--- src/sv/mpp_ram.sv ---
`timescale 1ns / 1ps

module mpp_ram #(
   parameter int WIDTH = 49,
   parameter int DEPTH = 64
) (
   input  logic                     clock,
   input  logic                     we,
   input  logic [$clog2(DEPTH)-1:0] waddr,
   input  logic [WIDTH-1:0]         wdata,
   input  logic [$clog2(DEPTH)-1:0] raddr,
   output logic [WIDTH-1:0]         rdata
);

   logic [WIDTH-1:0] mem_ff [DEPTH];
   logic [WIDTH-1:0] rdata_ff;

   always_ff @(posedge clock) begin
      if (we) begin
         mem_ff[waddr] <= wdata;
      end
      rdata_ff <= mem_ff[raddr];
   end

   assign rdata = rdata_ff;

endmodule

--- config.mk ---
export PLATFORM = sky130hd
export DESIGN_NAME = mpp_ram
export DESIGN_NICKNAME = d
export VERILOG_FILES = /design/src/sv/mpp_ram.sv
export SDC_FILE = /design/constraint.sdc
export NUM_CORES = 2
export LEC_CHECK = 0
export ABC_CLOCK_PERIOD_IN_PS = 7100
export BUFFER_PORTS_ARGS = -buffer_cell sky130_fd_sc_hd__buf_2
export CAP_MARGIN = 20
export CELL_PAD_IN_SITES_DETAIL_PLACEMENT = 0
export CELL_PAD_IN_SITES_GLOBAL_PLACEMENT = 2
export CORE_MARGIN = 3
export CORE_UTILIZATION = 55
export CTS_CLUSTER_SIZE = 8
export DETAILED_ROUTE_END_ITERATION = 10
export PLACE_DENSITY = 0.89
export SYNTH_ARGS = -nofsm -noshare
export SYNTH_HDL_FRONTEND = slang
export SYNTH_SLANG_ARGS = --single-unit
--- constraint.sdc ---
create_clock -name clock -period 7.1 [get_ports clock]
set_input_delay 0 -clock clock [delete_from_list [all_inputs] [get_ports clock]]
set_output_delay 0 -clock clock [all_outputs]
set_load 0.05 [all_outputs]
Yosys cells after proc, flatten, opt, wreduce, memory -nomap -nowiden
Memories as Yosys holds them, arrays and structs flattened. A register that Yosys moved wholly into a read port is not among the register bits.
Index checks and enable logic that the tools add are counted.

operators by class
  muxes and demuxes = 2

operator list
  cell              number
  2-to-1 mux 1 bit  2

storage, ports and cells
  flip-flop bits (word level) = 0
  bits in writable memories = 3136
  output and inout bits = 49
  memories = 1

memory list
  memory  words  width  rd ports  clocked after Yosys merged registers in  write ports  line  RTL
  mem_ff  64     49     1         1                                        1            15    logic [WIDTH-1:0] mem_ff [DEPTH];

Logic depth before layout (Yosys ltp)
  depth in word-level cells = 2
  gate-level depth with buffers = 10
  gate-level depth less buffers = 5

Worst setup path after synthesis
No wires, ideal clock.

  kind = input -> register
  start point = in waddr[3]
  end point = mem mem_ff[48][0] (enable)
  arrival time = 3839 ps
  required time = 6584 ps
  path slack = 2745 ps
  stages = 4
  path buffers = 1
  cells stage by stage = clkbuf_1 -> nor2b_1 -> nand4b_1 -> nor3_1

RTL lines
  item         line  RTL
  from (decl)  9     input logic [$clog2(DEPTH)-1:0] waddr,
  to (decl)    15

No word-level cell before the write port.

==> flow_summary.ini <==
[sta]
fin_crit_ns = 3.223
tightest_slew_ns = 1.260
max_clock_freq_ghz = 0.3102
clock_skew_ns = 0.08485
finalSetupViolCount = 0
hold_viol = 0
period_share = 0.4540
setup_tns_ns = 0
slew_viol_final = 0
rsz0062_at_grt = no
slew_headroom = 0.1597

[layout]
fillers = 13700
drive_gt1_frac = 0.2592
final_util = 0.6385
stdcell_count = 8892
final_area_um2 = 137700
syn_to_final_growth_pct = 14.78
nets = 5832

[global_route]
grt_pass1_vias = 63090
grt-ovfl-total = 0
grt_max_degree = 123
grt_pass1_wl_um = 480100
antenna_found_initial = 24
grt_usage = 0.3075

[die]
ios = 112
die_w_um = 473.1
initial_utilization = 0.5563
dieArea_um2 = 223800
coreArea_um2 = 215700
row_count = 170
die_h_um = 473.1

[clock_tree]
cts_tree = built
post_cts.repair.setup_buffers = 0
worstSkewPairLatency_ns = 1.00
htreeDepth = 5
cts_sinks = 3185
ctsLongestPathBuffers = 4
path_clk_slew_ns = 0.05
cts_buffers = 448
clockRootBuffer = clkbuf_16

[worst_hold_path]
min_to = mem_ff[8][26]
hp-class = in2reg
hp-start = wdata[26]
hold_depth = 2

[synth]
avgSynthCellArea_um2 = 22.71
async_flop_share = 0
synth_area_um2 = 120000
synthesis.nets = 5346
synth_warnings = 0
synth_flop_cell = edfxtp_1
synth_seq_cells = 3185
synth_cells = 5283
synth_edf_count = 3136
ys_seq_area_frac = 0.7930
yosys.cell_types.count = 42

[drt]
ant_nets = 0
wl_per_cell_um = 38.27
dr_total_vias = 61950
routed_wl_um = 340300
firstDrtPassIters = 6
route.detailed.drc = 0
viasPerCell = 6.967
drt_iter0_markers = 9967

[place]
hpwl_um = 167800
dpl.cell_count = 8080
portBuffers = 111
place_congestion = 0.8075
place_area_um2 = 124400

[critical_path]
r2r_slack_ns = 4.39
crit_arrival_ns = 4.08
end_kind = flop
critical_path_class = in2reg
critical_path_required_ns = 7.96
reg2reg_to = rdata[2]
cp_max_fo = 58
start_kind = primary input
r2r_cells = 6
rr_startpoint = mem_ff[0][2]

[power_and_ir_drop]
leakagePower_nw = 43.06
vdd.ir_drop.worst_uv = 314.2
design_power_total_w = 0.04196
power_density_nw_per_um2 = 304.6

[job]
cap_violations = 0

[status]
status = complete, no violations
==> stage by stage <==
| step | hold WS [ns] | setup WS (ns) |
|---|---|---|
| after global placement | 0.4734 | 3.734 |
| after CTS | 0.02700 | 3.923 |
| after global routing | 0.04369 | 3.819 |
| after detailed placement | 0.4779 | 3.740 |
| final | 0.03547 | 3.877 |
| after floorplan | 0.09887 | 2.745 |
==> layout make-up <==
class	instances	area (µm²)	area share
sequential	3185	95150	0.6909
multi-input combinational	1790	23770	0.1726
clock buffer	715	12230	0.08883
tap	2838	3551	0.02578
timing repair buffer	343	2811	0.02041
clock inverter	11	173.9	0.001263
antenna	9	22.52	0.0001635
inverter	1	6.256	0.00004542
==> metal layers <==
metal | part of all wire | vias up | track usage
met2 | 0.47 | 5092 | 0.4749
met3 | 0.14 | 1008 | 0.08389
met4 | 0.051 | 2 | 0.1387
met1 | 0.34 | 32260 | 0.4157
met5 | 0.000021 | - | 0
li1 | - | 23580 | -
==> report_power, final <==
part	internal (W)	total [W]	switching, W
logic	0.000643	0.00193	0.00128
clock network	0.0116	0.0191	0.00748
registers	0.0209	0.0209	0.0000838
total	0.0331	0.0420	0.00885
==> timing repair <==
item / in CTS / in global routing
hold buffers: 60 / 4
endpoints found under the hold margin: 3332 / 20
resized for setup: 0 / 0
endpoints found under the setup margin: 0 / 0
==> worst max-delay path by stage <==
stage              from             to  slack [ns]  cells past startpoint
2_1_floorplan  waddr[3]  mem_ff[48][0]        2.74                      4
3_3_place_gp   raddr[0]      rdata[36]        3.73                      7
3_5_place_dp   raddr[1]      rdata[27]        3.74                      7
4_1_cts        raddr[2]       rdata[2]        3.92                      9
5_1_grt        raddr[2]       rdata[2]        3.82                     10
6_report       raddr[2]       rdata[2]        3.88                      9
==> flip-flops by register name, indices dropped and copies added, names as in the netlist <==
signal	cells
mem_ff	3136
rdata	49
==> cell families after synthesis <==
| family | synth area share |
|---|---|
| mux | 0.1465 |
| flops | 0.7930 |
| buf+inv | 0.01342 |
| compound gates | 0.02395 |
| simple gates | 0.02311 |
==> layout by cell type (no fill, tap or decap), types with 5 or more instances in the layout <==
| cell | instances |
|---|---|
| nor4_1 | 8 |
| mux4_2 | 743 |
| and3_1 | 39 |
| mux2i_1 | 85 |
| nor2_1 | 24 |
| nor2b_1 | 23 |
| nor2_4 | 64 |
| and2_1 | 22 |
| buf_12 | 17 |
| a221o_1 | 7 |
| dfxtp_1 | 49 |
| buf_2 | 106 |
| a21oi_1 | 51 |
| dlygate4sd3_1 | 64 |
| clkbuf_1 | 266 |
| nand2b_1 | 11 |
| nand4_1 | 81 |
| a211oi_1 | 41 |
| nand2_1 | 179 |
| buf_4 | 147 |
| nand3_1 | 85 |
| o22ai_1 | 85 |
| clkbuf_16 | 449 |
| buf_16 | 5 |
| o221ai_1 | 78 |
| a22oi_1 | 95 |
| edfxtp_1 | 3136 |
| diode_2 | 9 |
| a311oi_1 | 23 |
==> Yosys cell counts (2+ instances only) <==
cell / instances / area, µm²
and2_0: 4 / 25.02
nor4_1: 8 / 50.05
a21oi_1: 51 / 255.2
nand3b_1: 2 / 15.01
clkbuf_1: 131 / 491.7
dfxtp_1: 49 / 980.9
nand4b_1: 2 / 17.52
a221oi_1: 3 / 26.28
or2_2: 4 / 25.02
edfxtp_1: 3136 / 94170
o22ai_1: 85 / 531.8
buf_1: 21 / 78.83
buf_2: 90 / 450.4
a211oi_1: 41 / 307.8
a22o_1: 2 / 17.52
nand3_1: 85 / 425.4
a22oi_1: 95 / 713.2
nor2b_1: 29 / 181.4
mux2i_1: 85 / 850.8
nor2_1: 88 / 330.3
and2_1: 21 / 131.4
nand2b_1: 12 / 75.07
nand4_1: 81 / 506.7
o221ai_1: 78 / 683.2
a311oi_1: 23 / 201.4
nand2_1: 184 / 690.7
nor3_1: 5 / 25.02
buf_4: 39 / 292.8
o211ai_1: 2 / 15.01
buf_6: 26 / 292.8
mux4_2: 743 / 16730
a221o_1: 7 / 70.07
and3_1: 39 / 244.0
or3_1: 2 / 12.51
o21ai_0: 3 / 15.01
==> critical path: stages <==
cell           delay, ns
dlygate4sd3_1       0.59
buf_8               0.48
buf_4               0.70
buf_4               0.50
mux4_2              0.41
o221ai_1            0.40
o22ai_1             0.15
and3_1              0.18
dlygate4sd3_1       0.56
(Power assumes the default switching activity.)
